==> src/sps_pkg.sv <==
// Shared types, constants and phase tables for the stepper phase sequencer.
package sps_pkg;

   localparam int GROUPS_PER_TURN_DEF = 512;

   localparam int AMOUNT_W = 20;
   localparam int REV_W    = 16;
   localparam int PHASES_W = 24;
   localparam int DELAY_W  = 15;
   localparam int COIL_W   = 4;

   localparam int CSR_ADDR_W  = 3;
   localparam int CSR_DATA_W  = 32;
   localparam int CSR_IDX_BIT = 2;

   localparam logic [REV_W-1:0]    REV_RESET  = 16'd6000;
   localparam logic [PHASES_W-1:0] PHASES_MAX = 24'hFF_FFFF;
   localparam logic [DELAY_W-1:0]  DELAY_MAX  = 15'h7FFF;

   localparam logic [COIL_W-1:0] HALF_TABLE [8] = '{4'h1, 4'h3, 4'h2, 4'h6,
                                                    4'h4, 4'hC, 4'h8, 4'h9};
   localparam logic [COIL_W-1:0] WAVE_TABLE [4] = '{4'h1, 4'h2, 4'h4, 4'h8};

   typedef enum logic [1:0] {
      CMD_MOVE_DEG = 2'd0,
      CMD_MOVE_GRP = 2'd1,
      CMD_STOP     = 2'd2,
      CMD_TICK     = 2'd3
   } command_type;

   typedef enum logic {
      REG_REV_TIME  = 1'b0,
      REG_WAVE_MODE = 1'b1
   } reg_index_type;

   typedef struct packed {
      command_type         command;
      logic                direction;
      logic [AMOUNT_W-1:0] amount;
   } req_type;

   typedef struct packed {
      logic [COIL_W-1:0] coil_pattern;
      logic              busy_res;
      logic              phase_advanced;
      logic              rejected;
   } rsp_type;

endpackage

==> src/sps_stream_if.sv <==
// Valid/ready word channel carrying one payload struct.
interface sps_stream_if #(parameter type payload_type = logic);
   logic        valid;
   logic        ready;
   payload_type payload;

   modport source (output valid, output payload, input ready);
   modport sink   (input valid, input payload, output ready);
endinterface

==> src/stepper_phase_sequencer_core.sv <==
// Four-coil unipolar stepper sequencer: half-step and wave drive with tick-timed phases.
//
//  channel  | dir | handshake          | word
//  ---------+-----+--------------------+-----------------------------------------------
//  req      | in  | valid/ready        | command, direction, amount
//  rsp      | out | valid/ready        | coil_pattern, busy_res, phase_advanced, rejected
//  csr      | in  | APB, pready tied 1 | 0x0 revolution_time_ms, 0x4 wave_mode
//
// One word per clock while rsp is not stalled: an accepted word is held in the input
// register, and its result is loaded into the output register when that word advances.
// The degree-to-group reciprocal multiply (from the input register) and the step delay
// multiply (from rev_time_ff) form the longest path, into the state/result registers.
// Reset is synchronous; it idles the motor, turns the coils off and loads 6000 ms.
// A stalled rsp holds the input register, and req.ready drops only when both are full.
module stepper_phase_sequencer_core
   import sps_pkg::*;
#(
   parameter int GROUPS_PER_TURN = GROUPS_PER_TURN_DEF
) (
   input  logic                  clock,
   input  logic                  reset,
   sps_stream_if.sink            req,
   sps_stream_if.source          rsp,
   input  logic                  csr_psel,
   input  logic                  csr_penable,
   input  logic                  csr_pwrite,
   input  logic [CSR_ADDR_W-1:0] csr_paddr,
   input  logic [CSR_DATA_W-1:0] csr_pwdata,
   output logic [CSR_DATA_W-1:0] csr_prdata,
   output logic                  csr_pready
);

   // groups = floor(amount*G/360) via reciprocal; exact for all 20-bit amounts
   localparam int DEG_SHIFT = AMOUNT_W + 9;
   localparam int DEG_MW    = $clog2(GROUPS_PER_TURN) + 21;
   localparam longint unsigned DEG_MULT_L =
      ((longint'(GROUPS_PER_TURN) << DEG_SHIFT) + 64'd359) / 64'd360;
   localparam logic [DEG_MW-1:0] DEG_MULT = DEG_MW'(DEG_MULT_L);
   localparam int DEG_PW = AMOUNT_W + DEG_MW;
   localparam int GRP_W  = DEG_PW - DEG_SHIFT;
   localparam int GW     = (GRP_W > AMOUNT_W) ? GRP_W : AMOUNT_W;
   localparam int TOT_W  = (GW + 3 > PHASES_W + 1) ? GW + 3 : PHASES_W + 1;

   // per_group = floor(rev*1000/G) via reciprocal; exact for all 16-bit times
   localparam int TICK_SHIFT = REV_W + $clog2(GROUPS_PER_TURN);
   localparam int TICK_MW    = $clog2(1000) + REV_W + 1;
   localparam longint unsigned TICK_MULT_L =
      ((64'd1000 << TICK_SHIFT) + longint'(GROUPS_PER_TURN) - 64'd1)
      / longint'(GROUPS_PER_TURN);
   localparam logic [TICK_MW-1:0] TICK_MULT = TICK_MW'(TICK_MULT_L);
   localparam int TICK_PW = REV_W + TICK_MW;
   localparam int PG_W    = TICK_PW - TICK_SHIFT;

   // config registers
   logic [REV_W-1:0] rev_time_ff;
   logic             wave_mode_ff;

   // input register
   logic    in_valid_ff, in_valid_in;
   req_type item_ff;

   // motor state
   logic [2:0]          half_phase_ff, half_phase_in;
   logic [1:0]          wave_phase_ff, wave_phase_in;
   logic [PHASES_W-1:0] phases_left_ff, phases_left_in;
   logic [DELAY_W-1:0]  delay_left_ff, delay_left_in;
   logic [COIL_W-1:0]   coil_ff, coil_in;
   logic                move_dir_ff, move_dir_in;
   logic                moving_ff, moving_in;

   // result register
   logic    rsp_valid_ff;
   rsp_type rsp_data_ff, rsp_data_in;

   logic advance;

   logic                csr_write;
   reg_index_type       csr_index;

   logic [DEG_PW-1:0]   deg_prod;
   logic [GW-1:0]       groups;
   logic [TOT_W-1:0]    total;
   logic [PHASES_W-1:0] total_sat;

   logic [TICK_PW-1:0]  tick_prod;
   logic [PG_W-1:0]     per_group;
   logic [PG_W-1:0]     ticks_raw;
   logic [DELAY_W-1:0]  phase_ticks;

   logic                apply_dir;
   logic [COIL_W-1:0]   apply_coil;
   logic [DELAY_W-1:0]  delay_dec;

   // ---------------- configuration port ----------------
   assign csr_pready = 1'b1;
   assign csr_write  = csr_psel && csr_penable && csr_pwrite;
   assign csr_index  = reg_index_type'(csr_paddr[CSR_IDX_BIT]);

   always_comb begin
      case (csr_index)
         REG_REV_TIME:  csr_prdata = CSR_DATA_W'(rev_time_ff);
         REG_WAVE_MODE: csr_prdata = CSR_DATA_W'(wave_mode_ff);
         default:       csr_prdata = '0;
      endcase
   end

   always_ff @(posedge clock) begin
      if (reset) begin
         rev_time_ff  <= REV_RESET;
         wave_mode_ff <= 1'b0;
      end else if (csr_write) begin
         case (csr_index)
            REG_REV_TIME:  rev_time_ff  <= csr_pwdata[REV_W-1:0];
            REG_WAVE_MODE: wave_mode_ff <= csr_pwdata[0];
            default:       ;
         endcase
      end
   end

   // ---------------- handshake ----------------
   assign advance     = in_valid_ff && (!rsp_valid_ff || rsp.ready);
   assign req.ready   = !in_valid_ff || advance;
   assign in_valid_in = req.ready ? req.valid : in_valid_ff;

   assign rsp.valid   = rsp_valid_ff;
   assign rsp.payload = rsp_data_ff;

   // ---------------- arithmetic ----------------
   assign deg_prod = DEG_PW'(item_ff.amount) * DEG_PW'(DEG_MULT);
   assign groups   = (item_ff.command == CMD_MOVE_DEG) ? GW'(deg_prod[DEG_PW-1:DEG_SHIFT])
                                                       : GW'(item_ff.amount);
   assign total    = wave_mode_ff ? (TOT_W'(groups) << 2) : (TOT_W'(groups) << 3);
   assign total_sat = (total > TOT_W'(PHASES_MAX)) ? PHASES_MAX : total[PHASES_W-1:0];

   assign tick_prod = TICK_PW'(rev_time_ff) * TICK_PW'(TICK_MULT);
   assign per_group = tick_prod[TICK_PW-1:TICK_SHIFT];
   assign ticks_raw = wave_mode_ff ? (per_group >> 2) : (per_group >> 3);

   always_comb begin
      if (ticks_raw == '0) begin
         phase_ticks = DELAY_W'(1);
      end else if (ticks_raw > PG_W'(DELAY_MAX)) begin
         phase_ticks = DELAY_MAX;
      end else begin
         phase_ticks = DELAY_W'(ticks_raw);
      end
   end

   // pattern for the next phase; counter clockwise reads the table backwards
   assign apply_dir = (item_ff.command == CMD_TICK) ? move_dir_ff : item_ff.direction;
   assign apply_coil = wave_mode_ff ? WAVE_TABLE[wave_phase_ff ^ {2{~apply_dir}}]
                                    : HALF_TABLE[half_phase_ff ^ {3{~apply_dir}}];
   assign delay_dec = delay_left_ff - DELAY_W'(delay_left_ff != '0);

   // ---------------- next state and result ----------------
   always_comb begin
      logic do_apply;
      logic advanced;
      logic rejected;

      do_apply       = 1'b0;
      advanced       = 1'b0;
      rejected       = 1'b0;
      half_phase_in  = half_phase_ff;
      wave_phase_in  = wave_phase_ff;
      phases_left_in = phases_left_ff;
      delay_left_in  = delay_left_ff;
      coil_in        = coil_ff;
      move_dir_in    = move_dir_ff;
      moving_in      = moving_ff;

      case (item_ff.command)
         CMD_MOVE_DEG, CMD_MOVE_GRP: begin
            if (moving_ff) begin
               rejected = 1'b1;
            end else if (groups != '0) begin
               do_apply       = 1'b1;
               move_dir_in    = item_ff.direction;
               moving_in      = 1'b1;
               phases_left_in = total_sat - PHASES_W'(1);
            end
         end
         CMD_STOP: begin
            coil_in        = '0;
            phases_left_in = '0;
            delay_left_in  = '0;
            moving_in      = 1'b0;
         end
         CMD_TICK: begin
            if (moving_ff) begin
               delay_left_in = delay_dec;
               if (delay_dec == '0) begin
                  if (phases_left_ff != '0) begin
                     do_apply       = 1'b1;
                     phases_left_in = phases_left_ff - PHASES_W'(1);
                  end else begin
                     moving_in = 1'b0;
                  end
               end
            end
         end
         default: ;
      endcase

      if (do_apply) begin
         advanced      = 1'b1;
         coil_in       = apply_coil;
         delay_left_in = phase_ticks;
         if (wave_mode_ff) begin
            wave_phase_in = wave_phase_ff + 2'd1;
         end else begin
            half_phase_in = half_phase_ff + 3'd1;
         end
      end

      rsp_data_in.coil_pattern   = coil_in;
      rsp_data_in.busy_res       = moving_in;
      rsp_data_in.phase_advanced = advanced;
      rsp_data_in.rejected       = rejected;
   end

   // ---------------- registers ----------------
   always_ff @(posedge clock) begin
      if (reset) begin
         in_valid_ff    <= 1'b0;
         rsp_valid_ff   <= 1'b0;
         half_phase_ff  <= '0;
         wave_phase_ff  <= '0;
         phases_left_ff <= '0;
         delay_left_ff  <= '0;
         coil_ff        <= '0;
         move_dir_ff    <= 1'b0;
         moving_ff      <= 1'b0;
      end else begin
         in_valid_ff <= in_valid_in;
         if (advance) begin
            rsp_valid_ff   <= 1'b1;
            half_phase_ff  <= half_phase_in;
            wave_phase_ff  <= wave_phase_in;
            phases_left_ff <= phases_left_in;
            delay_left_ff  <= delay_left_in;
            coil_ff        <= coil_in;
            move_dir_ff    <= move_dir_in;
            moving_ff      <= moving_in;
         end else if (rsp.ready) begin
            rsp_valid_ff <= 1'b0;
         end
      end
   end

   always_ff @(posedge clock) begin
      if (req.valid && req.ready) begin
         item_ff <= req.payload;
      end
      if (advance) begin
         rsp_data_ff <= rsp_data_in;
      end
   end

   // ---------------- assertions ----------------
   a_moving_coils_on : assert property (@(posedge clock) disable iff (reset)
      moving_ff |-> coil_ff != '0)
      else $error("motor moving with all coils off");

   a_phases_need_move : assert property (@(posedge clock) disable iff (reset)
      phases_left_ff != '0 |-> moving_ff)
      else $error("phases left while idle");

   a_delay_need_move : assert property (@(posedge clock) disable iff (reset)
      delay_left_ff != '0 |-> moving_ff)
      else $error("delay pending while idle");

   a_advance_busy : assert property (@(posedge clock) disable iff (reset)
      rsp_valid_ff && rsp_data_ff.phase_advanced |-> rsp_data_ff.busy_res
         && !rsp_data_ff.rejected)
      else $error("advanced word not busy or also rejected");

   a_result_follows_input : assert property (@(posedge clock) disable iff (reset)
      advance |=> rsp_valid_ff)
      else $error("processed word lost before output register");

endmodule
==> src/flat_wrapper.sv <==
// flat-port wrapper written by rule: the top's interface ports become plain ports
module stepper_phase_sequencer_core_flat import sps_pkg::*;
#(
   parameter int GROUPS_PER_TURN = GROUPS_PER_TURN_DEF
)
  (clock, reset, csr_psel, csr_penable, csr_pwrite, csr_paddr, csr_pwdata, csr_prdata, csr_pready, req_valid, req_payload, req_ready, rsp_valid, rsp_payload, rsp_ready);
  sps_stream_if req_i ();
  sps_stream_if rsp_i ();
  input  logic clock;
  input  logic reset;
  input  logic csr_psel;
  input  logic csr_penable;
  input  logic csr_pwrite;
  input  logic [CSR_ADDR_W-1:0] csr_paddr;
  input  logic [CSR_DATA_W-1:0] csr_pwdata;
  output logic [CSR_DATA_W-1:0] csr_prdata;
  output logic csr_pready;
  input wire logic [$bits(req_i.valid)-1:0] req_valid;
  input wire logic [$bits(req_i.payload)-1:0] req_payload;
  output wire logic [$bits(req_i.ready)-1:0] req_ready;
  output wire logic [$bits(rsp_i.valid)-1:0] rsp_valid;
  output wire logic [$bits(rsp_i.payload)-1:0] rsp_payload;
  input wire logic [$bits(rsp_i.ready)-1:0] rsp_ready;
  assign req_i.valid = req_valid;
  assign req_i.payload = req_payload;
  assign req_ready = req_i.ready;
  assign rsp_valid = rsp_i.valid;
  assign rsp_payload = rsp_i.payload;
  assign rsp_i.ready = rsp_ready;
  stepper_phase_sequencer_core #(.GROUPS_PER_TURN(GROUPS_PER_TURN)) u_core (.clock(clock), .reset(reset), .req(req_i), .rsp(rsp_i), .csr_psel(csr_psel), .csr_penable(csr_penable), .csr_pwrite(csr_pwrite), .csr_paddr(csr_paddr), .csr_pwdata(csr_pwdata), .csr_prdata(csr_prdata), .csr_pready(csr_pready));
endmodule
==> config.mk <==
export PLATFORM = sky130hd
export DESIGN_NAME = stepper_phase_sequencer_core_flat
export DESIGN_NICKNAME = d
export VERILOG_FILES = /design/src/sps_pkg.sv /design/src/sps_stream_if.sv /design/src/stepper_phase_sequencer_core.sv /design/src/flat_wrapper.sv
export SDC_FILE = /design/constraint.sdc
export NUM_CORES = 1
export LEC_CHECK = 0
export BUFFER_PORTS_ARGS = -buffer_cell sky130_fd_sc_hd__buf_2
export CAP_MARGIN = 0
export CORE_ASPECT_RATIO = 0.6
export CORE_MARGIN = 2
export CORE_UTILIZATION = 40
export DETAILED_ROUTE_END_ITERATION = 10
export GPL_ROUTABILITY_DRIVEN = 0
export PLACE_DENSITY = 0.83
export SYNTH_ARGS = -nofsm -noshare
export SYNTH_HDL_FRONTEND = slang
export SYNTH_SLANG_ARGS = --single-unit
==> constraint.sdc <==
create_clock -name clock -period 1.2 [get_ports clock]
set_clock_uncertainty 0.05 [all_clocks]
set_input_delay 0.06 -clock clock [delete_from_list [all_inputs] [get_ports clock]]
set_output_delay 0.06 -clock clock [all_outputs]
set_load 0.005 [all_outputs]
==> reports/metrics.csv, run 1 <==
stage;metric;value;unit
layout;final-layout fill cell count;263;
yosys;sequential area share after synthesis;40.75;%
worst_setup_path;Crit path max-delay family;flip-flops;
layout;# diodes;0;
yosys;Yosys reg bits;22;
grt;largest net degree at the start of global routing;25;
power;peak supply drop;555.2;uV
sta;RSZ-0062 raised after global routing;false;
power;Cell Pwr Density;975.4;mW/mm^2
grt;Total GRT Usage;14.87;%
yosys;syn avg cell area;8.758;sq um
run;max-cap viol count;0;
yosys;mux contribution to synthesized area;1.883;%
floorplanning;initial core utilization;43.58;%
layout;Total Nets Final;228;
sta;min Tclk post-route;1.128;ns
grt;total gr overflow;0;
cts;CTS clk-pin slew, worst paths;0.08;ns
cts;Worst-Skew Late Latency;0.26;ns
place;port buffer count;43;
floorplanning;FP Rows;14;
routing;DR vias;957;
cts;CTS root buffer;clkbuf_8;
worst_setup_path;Buf+Inv Stages, Crit Path;1;
sta;setup TNS;0;ns
worst_setup_path;Critical Path RT;1.09;ns
layout;fraction of layout cells with a size suffix above 1;36.41;%
yosys;library cells used by synthesis;23;
sta;Slew Limit Fails;0;
layout;Area Growth Syn to Fin;29.79;%
sta;Fin. Hold Viols;0;
sta;# setup viols final;0;
worst_setup_path;Critical Path Fanout Max;3;
yosys;ranking of synthesized cells by area;dfxtp_1, buf_4, a21oi_2;
place;HPWL after DPL;1.682;mm
grt;global-route wire length before repair;3.657;mm
floorplanning;I/O Pins;79;
floorplanning;Die Height;45.17;microns
power;power share of the combinational group;14.6;%
grt;number of global-route vias before repair;852;
yosys;Synth area leader;dfxtp_1;
routing;Residual DRC;0;
grt;initial antenna violation count;0;
routing;DR vias/cell;4.431;
yosys;Compound-Gate Fraction of Synth Area;7.973;%
routing;remaining antenna violation count;0;
yosys;adder-cell area share of the yosys netlist;0;%
routing;Pre-antenna DRT Iters;4;
worst_setup_path;critical path class;reg -> out;
sta;f_max;0.8862;GHz
worst_setup_path;Worst path slowest cell;dfxtp_1;
worst_setup_path;critical path launch point type;flip-flop;
cts;CTS Buf Count;3;
yosys;synth warn;0;
yosys;simple-gate share of the synthesized area;31.67;%
floorplanning;Chip Width;72.61;microns
yosys;area of the mapped netlist;0.001130;sq mm
routing;final wirelength;2.428;mm
sta;fin crit share;94.03;%
cts;clock sinks;22;
cts;H-tree levels;1;
power;NetSw;0.0003321;W
routing;DR WL/cell;11.24;microns
floorplanning;CORE AREA;0.002592;sq mm
cts;post-CTS setup buffers;0;
cts;Longest Clk Path Bufs;2;
power;Power Internal;0.001098;W
yosys;top cell type's share of synthesized area;35.44;%
cts;CTS tree;done;
min_path;Hold Crit Class;in -> reg;
worst_setup_path;CP Data Arrival Time;1.02;ns
routing;1st-iter DRT viols;34;
worst_setup_path;CP cell instances;nor2b_2, nand2_1, buf_2;
yosys;post-synthesis xor/xnor area fraction;0;%
power;switch share;23.22;%
power;Seq pwr share;54.0;%
power;Clock Power Share;31.4;%
power;Tot Pwr;0.001430;W
worst_setup_path;Worst path max stage delay;0.36;ns
worst_setup_path;Critical Path End Type;output pin;
yosys;largest family of logic cells by synthesized area;simple AND/OR/NAND/NOR gates;
yosys;Post-Syn Instances;129;
power;Pleak;0.6687;nW
status;outcome;finished, final reports clean;
floorplanning;Die ar.;0.003279;sq mm
flip-flops by register name, summed over array words and instances (netlist names):
signal / count
u_core.in_valid_ff: 1
u_core.item_ff: 1
u_core.moving_ff: 1
u_core.rev_time_ff: 16
u_core.rsp.payload: 1
u_core.rsp.valid: 1
u_core.wave_mode_ff: 1
power by group through the flow:
stage          sequential, W  combinational [W]  clock [W]
2_1_floorplan       0.000787           0.000139          0
3_3_place_gp        0.000789           0.000169          0
3_5_place_dp        0.000790           0.000171          0
4_1_cts             0.000772           0.000204   0.000466
5_1_grt             0.000775           0.000231   0.000498
6_report            0.000772           0.000208   0.000450
cell type report:
class / instances / area [sq um] / area share (%)
Tap cell: 32 / 40.04 / 2.730
Sequential cell: 22 / 460.4 / 31.40
Clock buffer: 3 / 41.29 / 2.816
Clock inverter: 1 / 3.754 / 0.2560
Multi-Input combinational cell: 97 / 535.5 / 36.52
Timing Repair Buffer: 61 / 385.4 / 26.28
tightest hold or removal path, cell delays in order:
cell and delay [ns]:
buf_2 0.10, nand2_1 0.07, a21oi_2 0.05
cells in the final DEF, fill, tap and decap left out:
cell,n
conb_1,17
dlygate4sd3_1,14
nor2_1,12
and4b_1,1
nand4_1,1
a31oi_1,1
nor3_1,14
nor2b_2,1
a21oi_2,9
buf_4,4
and2b_2,5
nand2_1,19
clkinv_1,1
edfxtp_1,2
dfxtp_1,20
a21oi_1,1
mux2i_1,1
buf_2,43
mux2_2,1
and2_1,2
nand4b_4,1
nand2b_1,1
clkbuf_8,3
nor2b_1,10
cells by family after synthesis:
family,count (synthesis)
compound gates,11
mux,2
simple gates,67
flops,22
buf+inv,25
other cells,2
per-stage QoR:
step | setup WS, ns | cells | utilization (%) | hold WS (ns) | instance area, sq um
after global routing | 0.01514 | 216 | 56.56 | 0.01647 | 1466
final | 0.07160 | 216 | 56.56 | 0.005907 | 1466
after detailed placement | 0.1189 | 198 | 49.32 | 0.1885 | 1279
after floorplan | 0.1288 | 144 | - | 0.1089 | 1186
after CTS | 0.03726 | 215 | 56.08 | 0.0004850 | 1454
after global placement | 0.1326 | 198 | 49.32 | 0.1884 | 1279
cell usage after synthesis:
master    count
a21oi_1       1
a21oi_2       9
a31oi_1       1
and2_1        2
and2b_2       5
and4b_1       1
buf_12        1
buf_2         3
buf_4        17
buf_6         2
clkbuf_1      2
conb_1        2
dfxtp_1      20
edfxtp_1      2
mux2_2        1
mux2i_1       1
nand2_1      19
nand2b_1      1
nand4_1       1
nand4b_4      1
nor2_1       12
nor2b_1      11
nor3_1       14
timing repair:
item / 4_1_cts / 5_1_grt
setup endpoints to repair: 0 / 1
hold buffers: 13 / 1
endpoints found under the hold margin: 13 / 1
gates resized for setup: 0 / 1
metal layers:
metal | track usage [%] | vias up | share of wire, % | wire (microns)
li1 | - | 492 | - | -
met1 | 17.60 | 426 | 44 | 1058
met2 | 27.27 | 39 | 50 | 1225
met3 | 4.018 | 0 | 5.9 | 143
met4 | 3.704 | 0 | 0 | 0
met5 | 0 | - | 0 | 0
path summary, 6_finish.rpt:
path / startpoint / end / slack [ns] / cells past startpoint
hold reg to reg: u_core.moving_ff$_SDFFE_PP0P_ / u_core.rsp.payload$_DFFE_PP_ / 0.39 / 0
setup / recovery: u_core.rsp.valid$_SDFFE_PP0P_ / req_ready / 0.07 / 3
hold / removal: csr_pwdata[2] / u_core.rev_time_ff[2]$_SDFFE_PP0P_ / 0.006 / 3
setup reg to reg: u_core.rsp.valid$_SDFFE_PP0P_ / u_core.item_ff[0]$_DFFE_PP_ / 0.13 / 3
Note: power is estimated with default switching activity, not from simulation.
==> run 2: changes to the inputs <==
Settings changed: BUFFER_PORTS_ARGS -buffer_cell sky130_fd_sc_hd__buf_2 to -buffer_cell sky130_fd_sc_hd__buf_4, SLEW_MARGIN from default to 20.
==> run 2 against run 1 <==
  * Critical path depth is the same
  * Sequential cell count stayed put
  * Total power grew 18%
  * Setup slack barely moved
  * Non-clock buffer count down 2
  * First-iteration DRC count grew 32%
  * Combinational power up 16%
  * Critical endpoint unchanged
  * Wire length grew 2.8%
  * Clock-buffer cell count stayed put
  * Hold slack got worse by 0.00084 ns
  * Via count up 0.84%
  * Clock power up 51%
==> reports/metrics.csv, run 2 (synthesis results as in run 1) <==
stage;metric;value;unit;change
status;outcome;finished, final reports clean;;unchanged
grt;largest net degree at the start of global routing;28;;was 25
sta;setup TNS;0;ns;unchanged
grt;number of global-route vias before repair;814;;was 852
routing;final wirelength;2.496;mm;was 2.428 mm
worst_setup_path;Reg2Reg Depth;3;;unchanged
grt;total gr overflow;0;;unchanged
power;Pleak;0.7021;nW;was 0.6687 nW
sta;f_max;0.8861;GHz;was 0.8862 GHz
layout;flip-flop count of the largest register after layout;16;;unchanged
worst_setup_path;Buf+Inv Stages, Crit Path;1;;unchanged
routing;DR vias/cell;4.509;;was 4.431
worst_setup_path;Critical R2R Capture;u_core.item_ff[0]$_DFFE_PP_;;unchanged
layout;final-layout fill cell count;232;;was 263
floorplanning;Die ar.;0.003279;sq mm;unchanged
layout;most frequent cells in the layout;buf_4, dfxtp_1, nand2_1;;was buf_2, dfxtp_1, nand2_1
grt;global-route wire length before repair;3.739;mm;was 3.657 mm
place;HPWL after DPL;1.708;mm;was 1.682 mm
cts;H-tree levels;1;;unchanged
sta;Slew Limit Fails;0;;unchanged
worst_setup_path;critical path launch point type;flip-flop;;unchanged
layout;most common cell after layout, fill and taps aside;buf_4;;was buf_2
floorplanning;FP Rows;14;;unchanged
floorplanning;Die Height;45.17;microns;unchanged
worst_setup_path;Worst path max stage delay;0.37;ns;was 0.36 ns
cts;CTS tree;done;;unchanged
min_path;Hold Crit Class;in -> reg;;unchanged
cts;CTS root buffer;clkbuf_8;;unchanged
power;peak supply drop;677.0;uV;was 555.2 uV
worst_setup_path;Critical Path RT;1.09;ns;about the same
cts;CTS Buf Count;3;;unchanged
routing;Pre-antenna DRT Iters;4;;unchanged
floorplanning;CORE AREA;0.002592;sq mm;unchanged
worst_setup_path;Critical Path Fanout Max;3;;unchanged
min_path;Hold Crit Endpoint;u_core.rev_time_ff[14]$_SDFFE_PP0P_;;was u_core.rev_time_ff[2]$_SDFFE_PP0P_
worst_setup_path;Worst path slowest cell;dfxtp_1;;unchanged
routing;1st-iter DRT viols;45;;was 34
cts;Longest Clk Path Bufs;2;;unchanged
layout;# diodes;0;;unchanged
cts;clock sinks;22;;unchanged
power;Cell Pwr Density;1067;mW/mm^2;was 975.4 mW/mm^2
floorplanning;I/O Pins;79;;unchanged
cts;CTS clk-pin slew, worst paths;0.08;ns;about the same
layout;Core Util, Final;61.25;%;was 56.56%
layout;fraction of layout cells with a size suffix above 1;36.81;%;was 36.41%
worst_setup_path;Crit path max-delay family;flip-flops;;unchanged
sta;Fin. Hold Viols;0;;unchanged
grt;initial antenna violation count;0;;unchanged
run;max-cap viol count;0;;unchanged
routing;Residual DRC;0;;unchanged
routing;remaining antenna violation count;0;;unchanged
grt;Total GRT Usage;15.12;%;was 14.87%
worst_setup_path;CP cell instances;nor2b_4, nand2_1, buf_4;;was nor2b_2, nand2_1, buf_2
worst_setup_path;CP Data Arrival Time;1.02;ns;about the same
sta;# setup viols final;0;;unchanged
cts;Worst-Skew Late Latency;0.26;ns;about the same
min_path;Worst Hold Depth;3;;unchanged
layout;multi-input logic area;540.5;sq um;was 535.5 sq um
floorplanning;Chip Width;72.61;microns;unchanged
min_path;Hold Crit Start;csr_pwdata[14];;was csr_pwdata[2]
worst_setup_path;worst reg-to-reg setup slack;0.15;ns;was 0.13 ns
sta;fin crit share;94.05;%;was 94.03%
worst_setup_path;Critical Path End Type;output pin;;unchanged
routing;DR WL/cell;11.66;microns;was 11.24 microns
layout;Total Nets Final;226;;was 228
worst_setup_path;critical path class;reg -> out;;unchanged
floorplanning;initial core utilization;43.58;%;unchanged
cts;post-CTS setup buffers;0;;unchanged
sta;min Tclk post-route;1.129;ns;was 1.128 ns
layout;Area Growth Syn to Fin;40.53;%;was 29.79%
layout;Seq. cell area;460.4;sq um;unchanged
routing;DR vias;965;;was 957
place;port buffer count;43;;unchanged
layout;Reg with most FFs;u_core.rev_time_ff;;unchanged
worst_setup_path;r2r startpoint;u_core.rsp.valid$_SDFFE_PP0P_;;unchanged
[run 2: cell count changes in the layout (fill, tap and decap cells not counted), sizes merged]
cell	delta
buf	-1
clkinv	-1
bufinv	+1
dlygate4sd3	-1
[run 2: area by class of cell]
type                            instances  share of cell area (%)
Clock buffer                            3                   2.600
Clock inverter                          1                   1.891
Multi-Input combinational cell         97                   34.04
Sequential cell                        22                   29.00
Tap cell                               32                   2.522
Timing Repair Buffer                   59                   29.94
[run 2: worst register-to-register path: cells and delay by family (launching register included)]
family	cells	cell delay [ns]
DFF	1	0.37
and+or+nand+nor	3	0.42
[run 2: per-layer routing]
layer | global-route usage [%] | vias to the layer above | wire length, microns
met1 | 18.72 | 437 | 1070
met4 | 3.333 | 0 | 16
met3 | 5.134 | 2 | 168
met5 | 0 | - | 0
li1 | - | 489 | -
met2 | 26.00 | 37 | 1241
[run 2: repair_timing]
item	4_1_cts	5_1_grt
resized for setup	1	1
cloned	0	0
endpoints found under the hold margin	12	1
setup endpoints to repair	1	1
hold buffers	12	1
[run 2: where the power goes]
| group | internal, W | leakage, nW | switching [W] |
|---|---|---|---|
| clock | 0.000445 | 0.0357 | 0.000235 |
| combinational | 0.000139 | 0.484 | 0.000103 |
| sequential | 0.000762 | 0.182 | 0.0000109 |
| total | 0.00135 | 0.702 | 0.000349 |
[run 2: worst max path at each step]
| stage | cells after the start | slack (ns) | startpoint | end |
|---|---|---|---|---|
| 3_3_place_gp | 3 | 0.14 | u_core.rsp.valid$_SDFFE_PP0P_ | u_core.item_ff[0]$_DFFE_PP_ |
| 4_1_cts | 3 | 0.04 | u_core.rsp.valid$_SDFFE_PP0P_ | req_ready |
| 2_1_floorplan | 3 | 0.13 | u_core.rsp.valid$_SDFFE_PP0P_ | u_core.item_ff[0]$_DFFE_PP_ |
| 5_1_grt | 3 | -0.002 | u_core.rsp.valid$_SDFFE_PP0P_ | req_ready |
| 6_report | 3 | 0.07 | u_core.rsp.valid$_SDFFE_PP0P_ | req_ready |
| 3_5_place_dp | 3 | 0.09 | u_core.rsp.valid$_SDFFE_PP0P_ | u_core.item_ff[0]$_DFFE_PP_ |
[run 2: metrics by stage]
stage          hold WS [ns]  setup WS, ns  instance area, sq um  total power, W  instances
4_1_cts            0.001405       0.04446                  1573        0.001700        213
6_report           0.005072       0.07141                  1588        0.001695        214
3_5_place_dp         0.1929       0.09473                  1379       0.0009924        197
5_1_grt            0.006941     -0.002271                  1588        0.001755        214
3_3_place_gp         0.1896        0.1402                  1379       0.0009871        197
2_1_floorplan        0.1089        0.1288                  1186       0.0009259        144
